`config.mk`:
```
export PLATFORM = sky130hd
export DESIGN_NAME = skmbs_queue
export DESIGN_NICKNAME = d
export VERILOG_FILES = /design/src/hw/rtl/skmbs_pkg.sv /design/src/hw/rtl/skmbs_queue.sv
export VERILOG_INCLUDE_DIRS = /design/src /design/src/hw/rtl
export SDC_FILE = /design/constraint.sdc
export NUM_CORES = 1
export LEC_CHECK = 0
export BUFFER_PORTS_ARGS = -buffer_cell sky130_fd_sc_hd__buf_2
export CAP_MARGIN = 20
export CORE_MARGIN = 1
export CORE_UTILIZATION = 51
export CTS_CLUSTER_SIZE = 14
export DETAILED_ROUTE_END_ITERATION = 10
export PLACE_DENSITY = 0.75
export SLEW_MARGIN = 20
export SYNTH_ARGS = -nofsm -noshare
export SYNTH_HDL_FRONTEND = slang
export SYNTH_SLANG_ARGS = --single-unit
```
`constraint.sdc`:
```
create_clock -name clk -period 1.82 [get_ports clk]
set_input_delay 0.091 -clock clk [delete_from_list [all_inputs] [get_ports clk]]
set_output_delay 0.091 -clock clk [all_outputs]
set_load 0.02 [all_outputs]
```
`src/hw/rtl/skin_masked_box_smoothing_core_macros.svh`:
```
// ----------------------------------------------------------------------------
// skin masked box smoothing core: assertion macros
// shared property wrappers, clocked on clk with arst_n as disable
// ----------------------------------------------------------------------------
`ifndef SKIN_MASKED_BOX_SMOOTHING_CORE_MACROS_SVH
`define SKIN_MASKED_BOX_SMOOTHING_CORE_MACROS_SVH

// same-cycle implication
`define SKMBS_ASSERT_IMPL(lbl, ante, cons) \
	lbl: assert property (@(posedge clk) disable iff (!arst_n) (ante) |-> (cons)) \
		else $error("skmbs assertion failed");

// next-cycle implication
`define SKMBS_ASSERT_NEXT(lbl, ante, cons) \
	lbl: assert property (@(posedge clk) disable iff (!arst_n) (ante) |=> (cons)) \
		else $error("skmbs assertion failed");

`endif

```
`src/hw/rtl/skmbs_pkg.sv`:
```
// ----------------------------------------------------------------------------
// skmbs_pkg
// shared types and constants of the skin masked box smoothing core
// ----------------------------------------------------------------------------
package skmbs_pkg;

	localparam int KERNEL_SIZE_DEF = 7;
	localparam int MAX_WIDTH_DEF   = 1024;
	localparam int MAX_HEIGHT_DEF  = 2048;
	localparam int QUEUE_DEPTH     = 4;

	localparam int PIX_W      = 8;
	localparam int PX_W       = 3 * PIX_W;
	localparam int CFG_IDX_W  = 3;
	localparam int CFG_DATA_W = 18;

	localparam logic [CFG_IDX_W-1:0] CFG_CENTER_B = 3'd0;
	localparam logic [CFG_IDX_W-1:0] CFG_CENTER_G = 3'd1;
	localparam logic [CFG_IDX_W-1:0] CFG_CENTER_R = 3'd2;
	localparam logic [CFG_IDX_W-1:0] CFG_DIST_MAX = 3'd3;
	localparam logic [CFG_IDX_W-1:0] CFG_WIDTH    = 3'd4;
	localparam logic [CFG_IDX_W-1:0] CFG_HEIGHT   = 3'd5;

	localparam logic [7:0]  RST_CENTER_B = 8'd148;
	localparam logic [7:0]  RST_CENTER_G = 8'd161;
	localparam logic [7:0]  RST_CENTER_R = 8'd198;
	localparam logic [17:0] RST_DIST_MAX = 18'd5312;
	localparam logic [10:0] RST_WIDTH    = 11'd1024;
	localparam logic [11:0] RST_HEIGHT   = 12'd768;

	typedef struct packed {
		logic [7:0]  center_b;
		logic [7:0]  center_g;
		logic [7:0]  center_r;
		logic [17:0] dist_sq_max;
		logic [10:0] width;
		logic [11:0] height;
	} cfg_t;

	// px packed b in the low byte, then g, then r
	typedef struct packed {
		logic            is_pixel;
		logic [PX_W-1:0] px;
	} item_t;

endpackage

```
`src/hw/rtl/skmbs_queue.sv`:
```
// ----------------------------------------------------------------------------
// skmbs_queue
// front end: accepts input beats, classifies them, short fifo to the back end
// ----------------------------------------------------------------------------
`include "skin_masked_box_smoothing_core_macros.svh"

module skmbs_queue (
	input  logic                        clk,
	input  logic                        arst_n,
	input  logic                        s_axis_tvalid,
	output logic                        s_axis_tready,
	input  logic [skmbs_pkg::PX_W-1:0]  s_axis_tdata,
	input  logic                        s_axis_tuser,
	output logic                        q_valid,
	input  logic                        q_ready,
	output skmbs_pkg::item_t            q_item
);

	localparam int DEPTH = skmbs_pkg::QUEUE_DEPTH;
	localparam int PW    = $clog2(DEPTH);
	localparam int CNTW  = $clog2(DEPTH + 1);

	skmbs_pkg::item_t fifo_q [DEPTH];
	logic [PW-1:0]    wp_q, rp_q;
	logic [CNTW-1:0]  cnt_q;
	logic             push, pop;
	skmbs_pkg::item_t in_item;

	assign in_item.is_pixel = ~s_axis_tuser;
	assign in_item.px       = s_axis_tdata;

	assign s_axis_tready = (cnt_q != CNTW'(DEPTH));
	assign q_valid       = (cnt_q != '0);
	assign q_item        = fifo_q[rp_q];
	assign push          = s_axis_tvalid && s_axis_tready;
	assign pop           = q_valid && q_ready;

	always_ff @(posedge clk or negedge arst_n) begin
		if (!arst_n) begin
			wp_q  <= '0;
			rp_q  <= '0;
			cnt_q <= '0;
		end else begin
			if (push) begin
				wp_q <= (wp_q == PW'(DEPTH - 1)) ? '0 : wp_q + 1'b1;
			end
			if (pop) begin
				rp_q <= (rp_q == PW'(DEPTH - 1)) ? '0 : rp_q + 1'b1;
			end
			if (push && !pop) begin
				cnt_q <= cnt_q + 1'b1;
			end else if (pop && !push) begin
				cnt_q <= cnt_q - 1'b1;
			end
		end
	end

	always_ff @(posedge clk) begin
		if (push) begin
			fifo_q[wp_q] <= in_item;
		end
	end

	`SKMBS_ASSERT_IMPL(a_q_count, 1'b1, cnt_q <= CNTW'(DEPTH))

endmodule

```
=== Yosys cells after proc, flatten, opt, wreduce, memory -nomap -nowiden ===
Memory sizes are Yosys's and may differ from the RTL's.
Cells that the tools add are included.
W data, S select, Z words.

* Register bits: 7
* Memory bits (writable): 100
* Bits of input ports: 29
* Output and inout bits: 27
* Logic and storage cells: 26
* Memories kept: 1

{| class="wikitable"
|+ Memories
! name !! depth !! bits a word !! rd ports !! clocked after Yosys merged registers in !! wr ports !! RTL line !! source
|-
| fifo_q || 4 || 25 || 1 || 0 || 1 || skmbs_queue.sv:23 || <nowiki>skmbs_pkg::item_t fifo_q [DEPTH];</nowiki>
|}

* Add/subtract/negate cells: 4
* Equal/unequal tests: 3
* Muxes and demuxes: 6
* Bitwise gates (word level): 1
* Reduce and logical (&&, ||, !) cells: 8

{| class="wikitable"
|+ Operators by type and width
! operator !! count
|-
| $mux W3 || 2
|-
| $add A2 B1 Y2 const B || 2
|-
| $eq A2 B2 Y1 const B || 2
|-
| $logic_and A1 B1 Y1 || 4
|-
| $mux W2 || 2
|-
| $add A3 B1 Y3 const B || 1
|-
| $ne A3 B3 Y1 const B || 1
|-
| $reduce_bool A3 Y1 || 1
|-
| $sub A3 B1 Y3 const B || 1
|-
| $logic_not A1 Y1 || 2
|-
| $mux W1 || 2
|-
| $reduce_bool A2 Y1 || 1
|-
| $not A1 Y1 || 1
|}

=== Longest topological paths before layout ===
Gate-level depths: netlist (run 1).

* Depth in word-level cells: 6
* Depth in mapped cells: 8

=== Worst setup path before layout (run 1) ===
OpenSTA, ideal clock, no wires.

* Kind: register -> register
* Start: register cnt_q[1]
* End: register cnt_q[2]
* Setup time: 0.079 ns
* Arrival: 1.901 ns
* Required time: 1.741 ns
* Path slack: -0.160 ns
* Stages on the path, launching flop included: 9
* Buffers on the path: 0
* Cells stage by stage: dfrtp_1 or3_4 nand2_2 ha_1 inv_1 fa_1 xor2_1 nor2_1 xor2_1

* Longest elaborated chain between the ends: 5
* Elaborated cells between the ends (all ways): 13

{| class="wikitable"
|+ Ends and longest elaborated chain
! what !! RTL line !! source
|-
| start, declared || skmbs_queue.sv:25 || <nowiki>logic [CNTW-1:0] cnt_q;</nowiki>
|-
| start signal, assigned || skmbs_queue.sv:51 || <nowiki>cnt_q <= cnt_q + 1'b1;</nowiki>
|-
| start signal, assigned || skmbs_queue.sv:53 || <nowiki>cnt_q <= cnt_q - 1'b1;</nowiki>
|-
| $reduce_bool A3 Y1 (*) || skmbs_queue.sv:33 || <nowiki>assign q_valid = (cnt_q != '0);</nowiki>
|-
| named net q_valid || skmbs_queue.sv:14 || <nowiki>output logic q_valid,</nowiki>
|-
| $logic_and A1 B1 Y1 (*) || skmbs_queue.sv:36 || <nowiki>assign pop = q_valid && q_ready;</nowiki>
|-
| $logic_not A1 Y1 || skmbs_queue.sv:50 || <nowiki>if (push && !pop) begin</nowiki>
|-
| $logic_and A1 B1 Y1 || skmbs_queue.sv:50 ||
|-
| $mux W3 / $reduce_bool A2 Y1 (equally long branches) || - ||
|}

Mark *: on every way through the listed nets, which the timed path passes. The rest lies on a longest branch. The select of a mux whose other input is x is not followed.
A chain may end at the register's enable or synchronous reset.

=== Worst setup path after layout (run 1) ===
* Start: register cnt_q[2]
* End: register cnt_q[2]

* Longest elaborated chain between the ends: 5
* Elaborated cells between the ends (all ways): 13

{| class="wikitable"
|+ Ends and longest elaborated chain
! what
|-
| branches (longest 5 deep; another with $sub A3 B1 Y3)
|}

Parallel ways; which one is timed is not known. The select of a mux whose other input is x is not followed.

==> impl_metrics.env, run 1 <==
export IMPL_hold_viol=0
export IMPL_drc_errors=0
export IMPL_fin_ws_ns=-0.0356
export IMPL_drt_total_wl_mm=6.71
export IMPL_netlist_area_um2=4100
export IMPL_cts_root_buf="clkbuf_8"
export IMPL_cts_sinks=107
export IMPL_final_common_cell="edfxtp_1"
export IMPL_netlist_instances=169
export IMPL_yosysWarnings=0
export IMPL_hpwl_mm=4.19
export IMPL_slew_headroom_pct=85.1
export IMPL_fin_cells=388
export IMPL_drt_iter0_drc=114
export IMPL_synth_xor_area_share_pct=0.641
export IMPL_arrival_ns=2.14
export IMPL_synthFlopType="edfxtp_1"
export IMPL_fin_crit_sh_pct=102
export IMPL_num_nets_final=317
export IMPL_slew_violations=0
export IMPL_dp_cells=338
export IMPL_die_w_um=91.7
export IMPL_rsz0062_at_grt="yes"
export IMPL_antenna_cells=0
export IMPL_synth_fp_nets=205
export IMPL_cp_required_ns=2.10
export IMPL_synth_compound_area_share_pct=0.275
export IMPL_drive_above_1_share_pct=46.9
export IMPL_cts_reportedPaths_clkPinSlew_ns=0.09
export IMPL_grt_pass1_vias=2110
export IMPL_multi_input_area_um2=847
export IMPL_cp_start_kind="flip-flop"
export IMPL_core_um2=7770
export IMPL_crit_chain="or3_4 > nand2_4 > ha_4 > inv_2 > fa_2 > xor2_1 > nor2_1 > xor2_1"
export IMPL_wl_per_cell_um=17.3
export IMPL_skew_ns=0.00705
export IMPL_async_reset_ff_share_pct=6.54
export IMPL_timing_rr_start="cnt_q[2]"
export IMPL_status="finished with violations"
export IMPL_synth_edff_count=100
export IMPL_leakagePower_nw=1.92
export IMPL_r2r_end="cnt_q[2]"
export IMPL_power_density_nw_per_um2=1580
export IMPL_htreeDepth=3
export IMPL_setup_violations_final=1
export IMPL_ir_drop_uv=1280
export IMPL_gp_congestion=0.636
export IMPL_end_kind="flip-flop"
export IMPL_holdWs_ns=0.0543
export IMPL_die_h_um=91.7
export IMPL_ys_seq_elements=107
export IMPL_worstSetupPathType="flip-flop to flip-flop"
export IMPL_rows=32
export IMPL_holdPathStages=2
export IMPL_grtUsageTotal_pct=17.2
export IMPL_grt_overflow=0
export IMPL_slowest_stage="or3_4"
export IMPL_area_sequential_um2=3180
export IMPL_worst_slew_pin_slew_ns=0.223
export IMPL_yosysUniqueCellTypes=19
export IMPL_hold_start="s_axis_tuser"
export IMPL_nFillCells=512
export IMPL_synth_adder_area_share_pct=2.32
export IMPL_area_growth_pct=29.1
export IMPL_hold_class="input pin to flip-flop"
export IMPL_power_w=0.00837
export IMPL_drv_cap=0
export IMPL_synth_top_family_by_area="multiplexers"
export IMPL_yosysSeqAreaShare_pct=77.5
export IMPL_cpMostUsedCell="xor2_1"
export IMPL_cts_tree="built"
export IMPL_grt_pass1_wl_mm=10.4
export IMPL_avgSynthCellArea_um2=24.3
export IMPL_max_freq_mhz=539
export IMPL_clock_latency_ns=0.36
export IMPL_numCtsBuffers=9
export IMPL_violations="setup timing"
export IMPL_io_buffers=55
export IMPL_final_cell_mix="edfxtp_1 (100), buf_2 (36), dlygate4sd3_1 (25)"
export IMPL_cpPeakStageDelay_ns=0.41
export IMPL_setup_tns_ns=-0.0356
export IMPL_holdPathEnd="fifo_q[2][24]"
export IMPL_detail_route_antenna_nets=0
export IMPL_crit_fanout=2
export IMPL_antenna_found_initial=0
export IMPL_io_pins=56
export IMPL_synth_mux_area_share_pct=15.8
export IMPL_die_area_um2=8400
export IMPL_grt_max_degree=19
export IMPL_layout_min_cycle_time_ns=1.86
export IMPL_vias_per_cell=5.08
export IMPL_synth_simple_area_share_pct=1.50
export IMPL_ff2ff_path_depth=8
export IMPL_r2r_setup_slack_ns=-0.04
export IMPL_via_count=1970
export IMPL_firstDrtPassIters=4
export IMPL_start_util_pct=52.8
export IMPL_cts_buffer_depth=2
## per-layer routing
metal | wire length [um] | track usage (%) | vias to the layer above | part of all wire (%)
li1 | - | - | 918 | -
met1 | 2920 | 21.0 | 995 | 44
met2 | 3460 | 29.3 | 46 | 52
met3 | 220 | 3.07 | 11 | 3.3
met4 | 97 | 8.99 | 0 | 1.4
met5 | 0 | 0 | - | 0
## cells in the mapped netlist, types with 2 or more instances
| cell | count | area (um^2) |
|---|---|---|
| and2_1 | 4 | 25.0 |
| buf_12 | 2 | 40.0 |
| buf_2 | 3 | 15.0 |
| dfrtp_1 | 7 | 175 |
| edfxtp_1 | 100 | 3000 |
| ha_1 | 6 | 75.1 |
| inv_1 | 4 | 15.0 |
| mux2_2 | 5 | 56.3 |
| mux4_1 | 7 | 184 |
| mux4_2 | 18 | 405 |
| nor2_1 | 4 | 15.0 |
| xor2_1 | 2 | 17.5 |
## report_power, final
| part | total [W] | internal, W | switching (W) |
|---|---|---|---|
| Combinational | 0.00349 | 0.00184 | 0.00165 |
| Sequential | 0.00347 | 0.00326 | 0.000201 |
| Clock | 0.00142 | 0.000646 | 0.000771 |
| Total | 0.00837 | 0.00575 | 0.00262 |
## timing repair
| item | in CTS | in global routing |
|---|---|---|
| cloned | 0 | 1 |
| hold buffers | 25 | 0 |
| pin swaps | 2 | 0 |
| endpoints found under the setup margin | 20 | 21 |
| endpoints found under the hold margin | 103 | 0 |
| buffers inserted | 6 | 2 |
| gates resized for setup | 0 | 47 |
## critical path: cells and delay by family, from the launching register on
family,cells,cell delay [ns]
flip-flops,1,0.39
XOR/XNOR,2,0.30
adder cells (fa/ha/maj),2,0.45
AND/OR/NAND/NOR,3,0.61
buffers and inverters,1,0.04
## cell families after synthesis
| group | count (synthesis) |
|---|---|
| AO/OA/AOI/OAI | 1 |
| XOR/XNOR | 3 |
| adder cells (fa/ha/maj) | 7 |
| buffers and inverters | 10 |
| flip-flops | 107 |
| multiplexers | 30 |
| AND/OR/NAND/NOR | 11 |
## layout make-up
type / instances / area share (%)
well taps: 102 / 2.41
multi-input cells: 52 / 16.0
flip-flops and latches: 107 / 60.1
clock buffers: 9 / 2.34
inverters: 4 / 0.284
clock inverters: 7 / 1.42
repair buffers: 107 / 17.4
## how the worst max path moves through the flow
stage / start / to / slack (ns) / cells after the start
2_1_floorplan: cnt_q[2] / cnt_q[2] / -0.07 / 8
3_3_place_gp: cnt_q[2] / cnt_q[2] / 0.009 / 8
3_5_place_dp: cnt_q[0] / cnt_q[2] / -0.04 / 8
4_1_cts: cnt_q[2] / cnt_q[2] / -0.03 / 8
5_1_grt: cnt_q[2] / cnt_q[2] / -0.12 / 8
6_report: cnt_q[2] / cnt_q[2] / -0.04 / 8
## sequential cells by signal, indices dropped and copies added, names as in the netlist
| name | flops |
|---|---|
| rp_q | 2 |
| fifo_q | 100 |
| cnt_q | 3 |
| wp_q | 2 |
## stage by stage
step           worst slack (ns)  utilization [%]  area, um^2
2_1_floorplan           -0.0697                -        4120
3_3_place_gp            0.00896             59.8        4650
3_5_place_dp            -0.0367             59.8        4650
4_1_cts                 -0.0326             66.2        5140
5_1_grt                  -0.116             68.1        5290
6_report                -0.0356             68.1        5290
Note: power is estimated with default switching activity, not from simulation.
==> run 2, diff against run 1 <==
CORE_UTILIZATION = 49   (was 51)
PLACE_DENSITY = 0.72   (was 0.75)
==> run 2 against run 1 <==
Compared with the run above:
- the run still ends with setup timing left
- register-to-register slack about the same
- final cell count grew 0.26%
- combinational power is 2% higher
- die area up 4.0%
- sequential power is 1% lower
- count of clock-buffer cells in the layout unchanged
- core utilization down 1.4 points
- largest cell class unchanged
- largest power group unchanged
==> impl_metrics.env, run 2 (synthesis gave the netlist of run 1 again) <==
export IMPL_p_int_w=0.00577
export IMPL_htreeDepth=3
export IMPL_num_nets_final=318
export IMPL_status="finished with violations"
export IMPL_cts_buffer_depth=2
export IMPL_final_cell_mix="edfxtp_1 (100), buf_2 (40), dlygate4sd3_1 (25)"
export IMPL_die_area_um2=8730
export IMPL_grtUsageTotal_pct=17.5
export IMPL_reg_top3="fifo_q: 100 flops, cnt_q: 3 flops"
export IMPL_comb_power_share_pct=42.2
export IMPL_die_w_um=93.5
export IMPL_p_sw_share_pct=31.4
export IMPL_drive_above_1_share_pct=46.7
export IMPL_rsz0062_at_grt="yes"
export IMPL_dp_cells=338
export IMPL_antenna_found_initial=0
export IMPL_fin_ws_ns=-0.0445
export IMPL_cts_reportedPaths_clkPinSlew_ns=0.10
export IMPL_setup_violations_final=3
export IMPL_fin_crit_sh_pct=102
export IMPL_end_kind="flip-flop"
export IMPL_rows=32
export IMPL_arrival_ns=2.15
export IMPL_dpl_cell_area_um2=4650
export IMPL_worstSetupPathType="flip-flop to flip-flop"
export IMPL_top_register="fifo_q"
export IMPL_slowest_stage="or3_4"
export IMPL_io_pins=56
export IMPL_power_density_nw_per_um2=1590
export IMPL_antenna_cells=0
export IMPL_drt_total_wl_mm=6.92
export IMPL_violations="setup timing"
export IMPL_largest_reg_flops=100
export IMPL_numCtsBuffers=9
export IMPL_power_frac_clock_pct=17.0
export IMPL_crit_fanout=2
export IMPL_layout_min_cycle_time_ns=1.86
export IMPL_wl_per_cell_um=17.8
export IMPL_io_buffers=55
export IMPL_fin_cells=389
export IMPL_cts_root_buf="clkbuf_8"
export IMPL_crit_chain="or3_4 > nand2_4 > ha_4 > inv_2 > fa_2 > xor2_1 > nor2_1 > xor2_1"
export IMPL_ir_drop_uv=903
export IMPL_holdWs_ns=0.0402
export IMPL_vias_per_cell=5.13
export IMPL_setup_tns_ns=-0.0514
export IMPL_nFillCells=541
export IMPL_max_freq_mhz=536
export IMPL_post_place_ws_ns=-0.0542
export IMPL_cts_tree="built"
export IMPL_grt_overflow=0
export IMPL_detail_route_antenna_nets=0
export IMPL_grt_max_degree=20
export IMPL_drt_iter0_drc=102
export IMPL_core_um2=7930
export IMPL_worst_slew_pin_slew_ns=0.274
export IMPL_hold_viol=0
export IMPL_cp_start_kind="flip-flop"
export IMPL_cts_sinks=107
export IMPL_start_util_pct=51.7
export IMPL_clock_latency_ns=0.36
export IMPL_hold_class="input pin to flip-flop"
export IMPL_die_h_um=93.5
export IMPL_cpPeakStageDelay_ns=0.40
export IMPL_area_growth_pct=29.1
export IMPL_leakagePower_nw=1.93
export IMPL_gp_congestion=0.676
export IMPL_switchingPower_w=0.00264
export IMPL_grt_pass1_vias=2139
export IMPL_seqPwrFrac_pct=40.7
export IMPL_cpMostUsedCell="xor2_1"
export IMPL_via_count=1996
export IMPL_hpwl_mm=4.30
export IMPL_drv_cap=0
export IMPL_cp_required_ns=2.11
export IMPL_drc_errors=0
export IMPL_slew_headroom_pct=81.7
export IMPL_grt_pass1_wl_mm=10.8
export IMPL_multi_input_area_um2=845
export IMPL_final_common_cell="edfxtp_1"
export IMPL_stdcell_area_um2=5290
export IMPL_firstDrtPassIters=4
export IMPL_skew_ns=0.00823
export IMPL_slew_violations=0
export IMPL_area_sequential_um2=3180
## run 2: path summary, 6_finish.rpt
path / start / endpoint / slack [ns] / depth (start not counted)
min in group asynchronous: arst_n / cnt_q[2] / 0.07 / 2
setup / recovery: cnt_q[0] / cnt_q[2] / -0.04 / 8
max in group asynchronous: arst_n / rp_q[0] / 1.58 / 2
setup reg to reg: cnt_q[0] / cnt_q[2] / -0.04 / 8
hold reg to reg: cnt_q[2] / cnt_q[2] / 0.58 / 2
hold / removal: s_axis_tuser / fifo_q[0][24] / 0.04 / 2
## run 2: per-layer routing
| layer | global-route usage [%] | vias up | routed length (um) |
|---|---|---|---|
| met5 | 0 | - | 0 |
| li1 | - | 921 | - |
| met4 | 9.10 | 0 | 136 |
| met2 | 27.4 | 49 | 3400 |
| met1 | 23.7 | 1017 | 3140 |
| met3 | 3.09 | 9 | 246 |
## run 2: critical path: cells and delay by family (launching register included)
kind                     cells  cell delay, ns
AND/OR/NAND/NOR              3            0.60
adder cells (fa/ha/maj)      2            0.44
flip-flops                   1            0.38
XOR/XNOR                     2            0.32
buffers and inverters        1            0.03
## run 2: metrics by stage
step                      util, %  total power [W]
after floorplan                 -          0.00547
after global placement       58.6          0.00635
after detailed placement     58.6          0.00642
after CTS                    66.5          0.00840
after global routing         66.8          0.00881
final                        66.8          0.00841
## run 2: layout make-up
class | count | share of cell area, %
flip-flops and latches | 107 | 60.1
inverters | 4 | 0.284
well taps | 102 | 2.41
clock inverters | 7 | 1.42
multi-input cells | 52 | 16.0
clock buffers | 9 | 2.34
repair buffers | 108 | 17.5
## run 2: repair_timing
item,in CTS,in global routing
gates cloned,1,0
setup endpoints to repair,23,23
gates resized for setup,30,13
hold endpoints to repair,103,0
pin swaps,3,0
hold buffers,25,0
setup buffers,8,2
## run 2: power by group through the flow
| stage | registers, W | logic (W) | clock network, W |
|---|---|---|---|
| 6_report | 0.00343 | 0.00355 | 0.00143 |
| 3_3_place_gp | 0.00349 | 0.00286 | 0 |
| 3_5_place_dp | 0.00353 | 0.00289 | 0 |
| 4_1_cts | 0.00343 | 0.00351 | 0.00146 |
| 5_1_grt | 0.00347 | 0.00378 | 0.00156 |
| 2_1_floorplan | 0.00345 | 0.00202 | 0 |
==> run 3, diff against run 2 <==
==> constraint.sdc (replaced) <==
create_clock -name clk -period 1.82 [get_ports clk]
set_input_delay 0.182 -clock clk [delete_from_list [all_inputs] [get_ports clk]]
set_output_delay 0.182 -clock clk [all_outputs]
set_load 0.02 [all_outputs]
==> run 3 against run 2 <==
Compared with the run above:
- the flow still finishes with violations (setup timing)
- sequential power barely moved
- clock power shrank 9.8%
- final cell count down 5.9%
- maximum frequency decreased by 0.12%
- largest power group unchanged
- highest routed layer unchanged
==> impl_metrics.env, run 3 (synthesis gave the netlist of run 1 again) <==
export IMPL_status="finished with violations"
export IMPL_violations="setup timing"
export IMPL_drt_total_wl_mm=6.99
export IMPL_power_density_nw_per_um2=1670
export IMPL_layout_min_cycle_time_ns=1.87
export IMPL_grt_pass1_vias=2114
export IMPL_cts_reportedPaths_clkPinSlew_ns=0.10
export IMPL_leakagePower_nw=1.83
export IMPL_dr_wl_met3_um=283
export IMPL_fin_util_pct=64.6
export IMPL_grt_max_degree=23
export IMPL_start_util_pct=51.7
export IMPL_gp_congestion=0.665
export IMPL_io_pins=56
export IMPL_io_buffers=55
export IMPL_cpPeakStageDelay_ns=0.52
export IMPL_highest_layer="met4"
export IMPL_area_sequential_um2=3180
export IMPL_num_nets_final=295
export IMPL_max_freq_mhz=536
export IMPL_setup_violations_final=24
export IMPL_rows=32
export IMPL_die_w_um=93.5
export IMPL_ir_drop_uv=886
export IMPL_slew_headroom_pct=81.6
export IMPL_die_h_um=93.5
export IMPL_cp_start_kind="flip-flop"
export IMPL_holdWs_ns=0.0282
export IMPL_clock_latency_ns=0.36
export IMPL_slew_violations=0
export IMPL_cts_sinks=107
export IMPL_crit_fanout=5
export IMPL_worstSetupPathType="flip-flop to output pin"
export IMPL_grt_overflow=0
export IMPL_post_place_ws_ns=-0.0186
export IMPL_crit_chain="buf_4 > buf_16 > mux4_2 > buf_6"
export IMPL_rsz0062_at_grt="yes"
export IMPL_hpwl_mm=4.46
export IMPL_slowest_stage="mux4_2"
export IMPL_area_growth_pct=24.8
export IMPL_cts_tree="built"
export IMPL_route_met2_wl_mm=3.66
export IMPL_htreeDepth=3
export IMPL_firstDrtPassIters=4
export IMPL_fin_ws_ns=-0.0466
export IMPL_hold_viol=0
export IMPL_multi_input_area_um2=837
export IMPL_nFillCells=543
export IMPL_end_kind="output pin"
export IMPL_via_count=1935
export IMPL_skew_ns=0.0125
export IMPL_fin_crit_sh_pct=103
export IMPL_numCtsBuffers=9
export IMPL_detail_route_antenna_nets=0
export IMPL_antenna_found_initial=0
export IMPL_vias_per_cell=5.29
export IMPL_final_cell_mix="edfxtp_1 (100), buf_2 (30), buf_6 (30)"
export IMPL_arrival_ns=1.68
export IMPL_grtUsageTotal_pct=18.5
export IMPL_antenna_cells=0
export IMPL_top_register="fifo_q"
export IMPL_reg_top3="fifo_q: 100 flops, cnt_q: 3 flops"
export IMPL_drc_errors=0
export IMPL_cts_root_buf="clkbuf_8"
export IMPL_final_common_cell="edfxtp_1"
export IMPL_drt_iter0_drc=104
export IMPL_drive_above_1_share_pct=51.5
export IMPL_cp_required_ns=1.64
export IMPL_worst_slew_pin_slew_ns=0.276
export IMPL_r2r_setup_slack_ns=-0.02
export IMPL_hold_class="input pin to flip-flop"
export IMPL_wl_per_cell_um=19.1
export IMPL_largest_reg_flops=100
export IMPL_grt_pass1_wl_mm=11.3
export IMPL_cts_buffer_depth=2
export IMPL_die_area_um2=8730
export IMPL_core_um2=7930
export IMPL_met1_length_mm=2.90
export IMPL_drv_cap=0
## run 3: repair_timing
action / in CTS / in global routing
gates resized for setup: 59 / 6
endpoints found under the hold margin: 7 / 0
endpoints found under the setup margin: 25 / 27
buffers inserted: 7 / 1
pin swaps: 4 / 0
cloned: 1 / 0
hold buffers: 1 / 0
## run 3: worst max-delay path, delay by kind of cell (launching register included)
| kind | cells | cell delay (ns) |
|---|---|---|
| buffers and inverters | 3 | 0.40 |
| DFF | 1 | 0.40 |
| muxes | 1 | 0.52 |
## run 3: path summary, 6_finish.rpt
check,from,cells past startpoint,endpoint
setup / recovery,rp_q[0],4,q_item[3]
hold / removal,s_axis_tdata[2],1,fifo_q[1][2]
setup reg to reg,cnt_q[0],8,cnt_q[2]
hold reg to reg,cnt_q[2],2,cnt_q[2]
max in group asynchronous,arst_n,2,rp_q[0]
min in group asynchronous,arst_n,2,cnt_q[0]
## run 3: layer usage
layer  vias to the layer above  GRT usage [%]
met5                         -              0
met1                      1003           22.8
met4                         0           8.33
met2                        48           30.8
li1                        873              -
met3                        11           4.80
## run 3: cell type report
| cell class | instances | share of cell area [%] |
|---|---|---|
| Clock buffer | 10 | 2.49 |
| Inverter | 4 | 0.293 |
| Clock inverter | 6 | 0.978 |
| Tap cell | 102 | 2.49 |
| Sequential cell | 107 | 62.1 |
| Multi-Input combinational cell | 52 | 16.4 |
| Timing Repair Buffer | 85 | 15.3 |
## run 3: power breakdown
part	total, W	internal (W)	switching, W	leakage [nW]
Combinational	0.00381	0.00207	0.00174	0.752
Sequential	0.00344	0.00326	0.000174	0.997
Clock	0.00129	0.000510	0.000783	0.0831
## run 3: metrics by stage
| stage | std cells | setup TNS (ns) | total power (W) | area, um^2 |
|---|---|---|---|---|
| floorplan | 169 | -3.89 | 0.00547 | 4120 |
| global placement | 340 | 0 | 0.00642 | 4690 |
| detailed placement | 340 | -0.0186 | 0.00652 | 4690 |
| CTS | 365 | -1.16 | 0.00857 | 5100 |
| global route | 366 | -2.38 | 0.00898 | 5120 |
| finish | 366 | -0.592 | 0.00854 | 5120 |
